### config.mk
export PLATFORM = sky130hd
export DESIGN_NAME = sorted_list_table
export DESIGN_NICKNAME = d
export VERILOG_FILES = /design/src/hdl/slt_pkg.sv /design/src/hdl/slt_cell.sv /design/src/hdl/sorted_list_table.sv
export SDC_FILE = /design/constraint.sdc
export NUM_CORES = 2
export LEC_CHECK = 0
export CORE_UTILIZATION = 40
export CTS_BUF_LIST = sky130_fd_sc_hd__clkbuf_16
export DETAILED_ROUTE_END_ITERATION = 6
export DONT_BUFFER_PORTS = 1
export GPL_TIMING_DRIVEN = 0
export PLACE_DENSITY = 0.58
export REMOVE_ABC_BUFFERS = 1
export SYNTH_ARGS = -nofsm -noshare
export SYNTH_HDL_FRONTEND = slang
export SYNTH_SLANG_ARGS = --single-unit
export TNS_END_PERCENT = 50
### constraint.sdc
create_clock -name clock -period 17.25 [get_ports clock]
set_input_delay 0.8625 -clock clock [delete_from_list [all_inputs] [get_ports clock]]
set_output_delay 0.8625 -clock clock [all_outputs]
set_load 0.01 [all_outputs]
### src/hdl/slt_pkg.sv
// ---------------------------------------------------------------------------
// slt_pkg: shared types and constants of the sorted list table
// Table sizes, command and status codes, and the structs between the
// table control and its row of storage cells.
// ---------------------------------------------------------------------------
package slt_pkg;

   // table geometry
   localparam int DEPTH     = 16;
   localparam int KEY_WIDTH = 32;
   localparam int CNT_W     = $clog2(DEPTH + 1);

   // fixed field widths of the ports
   localparam int CMD_W    = 2;
   localparam int POS_W    = 4;
   localparam int STATUS_W = 2;
   localparam int LEN_W    = 5;

   // width used to compare a read position against the fill count
   localparam int CMP_W = (CNT_W > POS_W) ? CNT_W : POS_W;

   typedef enum logic [CMD_W-1:0] {
      CMD_INSERT = 2'd0,
      CMD_DELETE = 2'd1,
      CMD_READ   = 2'd2
   } cmd_type;

   typedef enum logic [STATUS_W-1:0] {
      ST_OK      = 2'd0,
      ST_FULL    = 2'd1,
      ST_MISSING = 2'd2,
      ST_RANGE   = 2'd3
   } status_type;

   // broadcast to every cell
   typedef struct packed {
      logic                 ins_en;
      logic                 del_en;
      logic                 descending;
      logic [KEY_WIDTH-1:0] key;
   } cell_ctrl_type;

   // handed from cell to cell: an earlier cell took the insert / the delete
   typedef struct packed {
      logic ins_done;
      logic del_done;
   } cell_chain_type;

endpackage

### src/hdl/slt_cell.sv
// ---------------------------------------------------------------------------
// slt_cell: one slot of the sorted list table
// Holds one key. On insert it keeps its key, takes the new key, or takes
// its left neighbor's key; on delete it keeps its key or takes the right
// neighbor's key. Decisions ripple along the row through the chain beat.
// ---------------------------------------------------------------------------
module slt_cell
   import slt_pkg::*;
(
   input  logic                 clock,
   input  cell_ctrl_type        ctrl,
   input  logic                 valid,
   input  logic [KEY_WIDTH-1:0] left_value,
   input  logic [KEY_WIDTH-1:0] right_value,
   input  cell_chain_type       chain_in,
   output cell_chain_type       chain_out,
   output logic [KEY_WIDTH-1:0] value
);

   logic [KEY_WIDTH-1:0] value_ff;
   logic [KEY_WIDTH-1:0] value_in;
   logic                 goes_after;
   logic                 match;

   // local compares against the broadcast key
   always_comb begin
      if (ctrl.descending) begin
         goes_after = valid && (ctrl.key < value_ff);
      end else begin
         goes_after = valid && (ctrl.key > value_ff);
      end
      match = valid && (ctrl.key == value_ff);
   end

   // insert lands at the first cell the key does not go after
   assign chain_out.ins_done = chain_in.ins_done || !goes_after;
   assign chain_out.del_done = chain_in.del_done || match;

   // next slot contents
   always_comb begin
      value_in = value_ff;
      if (ctrl.ins_en) begin
         if (chain_in.ins_done) begin
            value_in = left_value;
         end else if (!goes_after) begin
            value_in = ctrl.key;
         end
      end else if (ctrl.del_en) begin
         if (chain_in.del_done || match) begin
            value_in = right_value;
         end
      end
   end

   // key storage, no reset: slots beyond the count are never read
   always_ff @(posedge clock) begin
      value_ff <= value_in;
   end

   assign value = value_ff;

endmodule

### src/hdl/sorted_list_table.sv
// ---------------------------------------------------------------------------
// sorted_list_table: sorted priority table of up to DEPTH keys
// Insert in order, delete first equal key, read by position; every result
// carries length, empty flag and head key.
// ---------------------------------------------------------------------------
//
//   channel   direction  handshake           payload
//   req_      in         req_valid/req_stall cmd, key, position
//   rsp_      out        rsp_valid/rsp_stall status, read_value, length,
//                                            is_empty, head_value
//   csr_      in         csr_valid/csr_ready descending_order
//
// One command per cycle: each command is decided in the cycle it is
// accepted by a ripple through the cell row and lands in the result
// register at the end of that cycle. Throughput is one beat per cycle while
// rsp_stall is low; a stalled result holds off the next request.
// Reset (synchronous) empties the table and selects ascending order;
// no clearing pass is needed, the fill count alone marks valid slots.
//
module sorted_list_table
   import slt_pkg::*;
(
   input  logic                 clock,
   input  logic                 reset,

   input  logic                 req_valid,
   output logic                 req_stall,
   input  logic [CMD_W-1:0]     req_cmd,
   input  logic [31:0]          req_key,
   input  logic [POS_W-1:0]     req_position,

   output logic                 rsp_valid,
   input  logic                 rsp_stall,
   output logic [STATUS_W-1:0]  rsp_status,
   output logic [31:0]          rsp_read_value,
   output logic [LEN_W-1:0]     rsp_length,
   output logic                 rsp_is_empty,
   output logic [31:0]          rsp_head_value,

   input  logic                 csr_valid,
   output logic                 csr_ready,
   input  logic                 csr_descending_order
);

   logic                 descending_ff;
   logic [CNT_W-1:0]     count_ff;
   logic [CNT_W-1:0]     count_in;
   logic                 rsp_valid_ff;
   logic                 rsp_valid_in;
   status_type           status_ff;
   status_type           status_in;
   logic [KEY_WIDTH-1:0] read_value_ff;
   logic [KEY_WIDTH-1:0] read_value_in;

   logic                 accept;
   cmd_type              cmd;
   logic                 full;
   logic                 found;
   logic                 in_range;
   logic [KEY_WIDTH-1:0] sel_value;
   cell_ctrl_type        ctrl;

   logic [KEY_WIDTH-1:0] cell_value [DEPTH];
   cell_chain_type       chain [DEPTH+1];

   // handshake
   assign req_stall = rsp_valid_ff && rsp_stall;
   assign accept    = req_valid && !req_stall;
   assign csr_ready = 1'b1;
   assign cmd       = cmd_type'(req_cmd);

   assign full     = (count_ff == CNT_W'(DEPTH));
   assign found    = chain[DEPTH].del_done;
   assign in_range = (CMP_W'(req_position) < CMP_W'(count_ff));

   // broadcast control to the cell row
   always_comb begin
      ctrl.key        = req_key[KEY_WIDTH-1:0];
      ctrl.descending = descending_ff;
      ctrl.ins_en     = accept && (cmd == CMD_INSERT) && !full;
      ctrl.del_en     = accept && (cmd == CMD_DELETE);
   end

   // row of cells
   assign chain[0] = '0;

   for (genvar i = 0; i < DEPTH; i++) begin : g_cell
      logic [KEY_WIDTH-1:0] left_value;
      logic [KEY_WIDTH-1:0] right_value;

      if (i == 0) begin : g_first
         assign left_value = cell_value[i];
      end else begin : g_mid
         assign left_value = cell_value[i-1];
      end
      if (i == DEPTH - 1) begin : g_last
         assign right_value = cell_value[i];
      end else begin : g_body
         assign right_value = cell_value[i+1];
      end

      slt_cell u_cell (
         .clock       (clock),
         .ctrl        (ctrl),
         .valid       (CNT_W'(i) < count_ff),
         .left_value  (left_value),
         .right_value (right_value),
         .chain_in    (chain[i]),
         .chain_out   (chain[i+1]),
         .value       (cell_value[i])
      );
   end

   // read select over the slots
   always_comb begin
      sel_value = '0;
      for (int i = 0; i < DEPTH; i++) begin
         if (CMP_W'(req_position) == CMP_W'(i)) begin
            sel_value = cell_value[i];
         end
      end
   end

   // command decode: status, read data, next count
   always_comb begin
      status_in     = ST_OK;
      read_value_in = '0;
      count_in      = count_ff;
      case (cmd)
         CMD_INSERT: begin
            if (full) begin
               status_in = ST_FULL;
            end else begin
               count_in = count_ff + CNT_W'(1);
            end
         end
         CMD_DELETE: begin
            if (found) begin
               count_in = count_ff - CNT_W'(1);
            end else begin
               status_in = ST_MISSING;
            end
         end
         CMD_READ: begin
            if (in_range) begin
               read_value_in = sel_value;
            end else begin
               status_in = ST_RANGE;
            end
         end
         default: begin
            status_in = ST_OK;
         end
      endcase
   end

   // result valid
   always_comb begin
      rsp_valid_in = rsp_valid_ff && rsp_stall;
      if (accept) begin
         rsp_valid_in = 1'b1;
      end
   end

   // control registers
   always_ff @(posedge clock) begin
      if (reset) begin
         count_ff      <= '0;
         rsp_valid_ff  <= 1'b0;
         descending_ff <= 1'b0;
      end else begin
         rsp_valid_ff <= rsp_valid_in;
         if (accept) begin
            count_ff <= count_in;
         end
         if (csr_valid && csr_ready) begin
            descending_ff <= csr_descending_order;
         end
      end
   end

   // result payload
   always_ff @(posedge clock) begin
      if (accept) begin
         status_ff     <= status_in;
         read_value_ff <= read_value_in;
      end
   end

   // table state holds while a result waits, so length and head come live
   assign rsp_valid      = rsp_valid_ff;
   assign rsp_status     = status_ff;
   assign rsp_read_value = 32'(read_value_ff);
   assign rsp_length     = LEN_W'(count_ff);
   assign rsp_is_empty   = (count_ff == '0);
   assign rsp_head_value = (count_ff == '0) ? 32'd0 : 32'(cell_value[0]);

`ifndef SYNTHESIS
   // fill count stays within the table
   a_count_bound: assert property (@(posedge clock) disable iff (reset)
      count_ff <= CNT_W'(DEPTH))
      else $error("fill count exceeds depth");

   // request side only stalls behind a waiting result
   a_stall_cause: assert property (@(posedge clock) disable iff (reset)
      req_stall |-> rsp_valid_ff)
      else $error("request stalled with no result pending");

   // a successful insert grows the table by one
   a_insert_grow: assert property (@(posedge clock) disable iff (reset)
      (accept && cmd == CMD_INSERT && !full) |=> count_ff == $past(count_ff) + CNT_W'(1))
      else $error("insert did not grow the table");

   // a full status only comes from a full table
   a_full_status: assert property (@(posedge clock) disable iff (reset)
      (rsp_valid && rsp_status == ST_FULL) |-> rsp_length == LEN_W'(DEPTH))
      else $error("full status with room left");
`endif

endmodule
==> results_dict.tcl <==
set metrics [dict create \
    grt_pass1_vias 37166 \
    gr-total-overflow 0 \
    core-area_um2 109000 \
    min-delay-start "reset" \
    ys_ff_latch 553 \
    cpMaxStageDelayCell "dfxtp_1" \
    synth_xor_area_share_pct 0.0398 \
    ant_nets 0 \
    drt_iter0_drc 5202 \
    postSynthAreaPerCell_um2 9.16 \
    dr.pass1.iters 7 \
    crit_required_ps 17630 \
    synth-main-ff-cell "edfxtp_1" \
    p_leak_nw 21.0 \
    synth_top_family_by_area "compound AO/OA/AOI/OAI gates" \
    fin_crit_sh_pct 38.3 \
    std_cell_rows 121 \
    fin_hold_ws_ps 294 \
    yosys_warnings 0 \
    status "finished with violations" \
    crit_top_cell "buf_16" \
    h-tree-depth 3 \
    remaining_drc_errors 0 \
    cts_tree "done" \
    r2r_slack_ps 10640 \
    grt_util_met2_pct 46.2 \
    design.die.area_um2 111000 \
    p_sw_mw 1.02 \
    nNetsFinal 5231 \
    p_comb_share_pct 15.3 \
    r2r-end "g_cell[14].u_cell.value[19]" \
    power_mw 3.55 \
    synthCells 4810 \
    synth_commonest_cells "edfxtp_1 (546), inv_1 (522), ha_1 (518)" \
    syn_area_um2 44000 \
    cts_buffers 71 \
    cp-start-kind "flop" \
    grtUsageMet3_pct 4.29 \
    ys_seq_area_share_pct 37.5 \
    io_pins 119 \
    synth_adder_area_share_pct 14.7 \
    slew_headroom_pct 1.18 \
    clk_latency_ps 640 \
    die_x_um 334 \
    yosysMostFrequentCell "edfxtp_1" \
    ctsHoldBuffers 0 \
    swShare_pct 28.9 \
    wl_per_cell_um 27.0 \
    synth.top_cells.by_area "edfxtp_1 (37%), ha_1 (15%), mux2i_1 (6.7%), o21ai_0 (4.6%), inv_1 (4.4%)" \
    cts.path.max_buffers 3 \
    synth_mux_area_share_pct 7.65 \
    rsz0062_at_grt "false" \
    p_int_mw 2.52 \
    ctsResizeCount 0 \
    hold_class "in2reg" \
    clkPwrFrac_pct 40.2 \
    path_max_fanout 33 \
    cp.arrival_ps 6990 \
    yosys.area.top_type_share_pct 37.2 \
    cts.sinks 553 \
    antenna_found_initial 3 \
    drive_gt1_share_pct 5.11 \
    r2r-start "descending_ff" \
    grt_first_pass_wirelength_mm 243 \
    gp_congestion 0.919 \
    crit_path_end_kind "flop" \
    dieHeight_um 334 \
    fin_skew_ps 18.1 \
    start_util_pct 40.4 \
    worstSetupPathType "reg2reg" \
    areaGrowthSynthToFinish_pct 10.3 \
    violations "capacitance limit" \
    post_cts_buffers 0 \
    ir_worst_vdd_uv 59.9 \
    synth_compound_area_share_pct 20.3 \
    hold_viol_final 0 \
    whs_endpoint "rsp_length[2]" \
    hold_depth 1 \
    final_util_pct 44.6 \
    viasPerCell 6.40 \
    drv_cap 1 \
    synthSimpleGateAreaFrac_pct 12.5 \
    routed_wl_mm 166 \
    ys_async_sr_fraction_pct 0 \
    crit_chain "clkinv_1 > a2111oi_2 > mux2i_4 > buf_16 > a211o_4 > nor4_4 > nand3_2 > a21o_2 > buf_16" \
    grt_usage_pct 28.8 \
    num_vias 39253 \
    fin_crit_ps 6610 \
    finalSetupViolCount 0 \
    grt_max_degree 96 \
    synth_edf_count 546 \
    dpl.hpwl_mm 121 \
    drv_slew 0 \
    cellPowerDensity_nw_per_um2 73.0 \
    cpPeakStageDelay_ps 1180 \
    busiest_layer "met2" \
    io_buffers 0 \
    path_clk_slew_ps 60 \
    clockRootBuffer "clkbuf_16" \
    clock.fmax_mhz 151 \
    reg2reg_depth 9 \
    synth_top_cell_by_area "edfxtp_1" \
    p_seq_share_pct 44.5 \
    gr-usage-met1_pct 39.1 \
    tightestPinTransition_ps 1480 \
    ys_types 83 \
]
## metrics by stage
| stage | instance area (µm²) | setup slack (ps) | instances | setup TNS [ps] |
|---|---|---|---|---|
| 3_5_place_dp | 46400 | 9950 | 6008 | 0 |
| 4_1_cts | 48600 | 10660 | 6132 | 0 |
| 5_1_grt | 48600 | 10370 | 6134 | 0 |
| 6_report | 48600 | 10640 | 6137 | 0 |
| 3_3_place_gp | 44600 | -20580 | 5923 | -5912800 |
| 2_1_floorplan | 42800 | -2400 | 4509 | -251090 |
## cell families after synthesis
family / count (synthesis)
adder cells (fa/ha/maj): 518
AO/OA/AOI/OAI: 1383
AND/OR/NAND/NOR: 1196
other: 1
multiplexers: 332
buffers and inverters: 825
flip-flops: 553
XOR/XNOR: 2
## critical path: cells and delay by family, from the launching register on
kind,cells,cell delay [ps]
mux,1,340
compound gates,3,1650
buf+inv,3,1360
simple gates,2,1750
flops,1,1180
## how the worst max path moves through the flow
stage / end / slack [ps] / from / cells after the start
3_3_place_gp: g_cell[0].u_cell.value[18] / -20580 / rsp_stall / 4
6_report: g_cell[14].u_cell.value[19] / 10640 / descending_ff / 9
2_1_floorplan: g_cell[0].u_cell.value[0] / -2400 / rsp_stall / 4
5_1_grt: g_cell[14].u_cell.value[19] / 10370 / req_key[0] / 14
4_1_cts: g_cell[14].u_cell.value[24] / 10660 / req_key[0] / 14
3_5_place_dp: g_cell[14].u_cell.value[19] / 9950 / req_key[0] / 14
## power groups by stage
stage	Clock, mW	Combinational (mW)	Sequential, mW
3_5_place_dp	0	0.533	1.60
2_1_floorplan	0	0.374	1.59
4_1_cts	1.44	0.535	1.58
3_3_place_gp	0	0.540	1.61
6_report	1.43	0.544	1.58
5_1_grt	1.48	0.598	1.58
## placed cells by master (no fill, tap or decap), drive strengths merged, types with 50 or more instances in the layout
| cell | instances |
|---|---|
| a211oi | 50 |
| ha | 518 |
| nand3 | 227 |
| clkbuf | 76 |
| nand4 | 114 |
| edfxtp | 546 |
| a21o | 53 |
| mux2i | 295 |
| buf | 86 |
| a21oi | 274 |
| o221ai | 147 |
| nor2 | 226 |
| inv | 548 |
| a22oi | 98 |
| nand2 | 463 |
| o21ai | 467 |
## area by class of cell
class | count | area [µm²]
Clock buffer | 75 | 1880
Clock inverter | 49 | 230
Inverter | 524 | 1970
Antenna cell | 3 | 7.51
Sequential cell | 553 | 16500
Fill cell | 10539 | 60400
Tap cell | 1414 | 1770
Multi-Input combinational cell | 3432 | 24600
Timing Repair Buffer | 87 | 1590
## registers in the layout (all words and copies together), names as in the netlist
signal / count
rsp_length: 5
g_cell.u_cell.value: 512
descending_ff: 1
rsp_read_value: 32
rsp_valid: 1
rsp_status: 2
## routing by layer
| metal | wire length [µm] | share of wire (%) |
|---|---|---|
| met1 | 69400 | 42 |
| met2 | 76300 | 46 |
| met4 | 6320 | 3.8 |
| met5 | 28 | 0.017 |
| met3 | 13700 | 8.3 |
(Power assumes the default switching activity.)
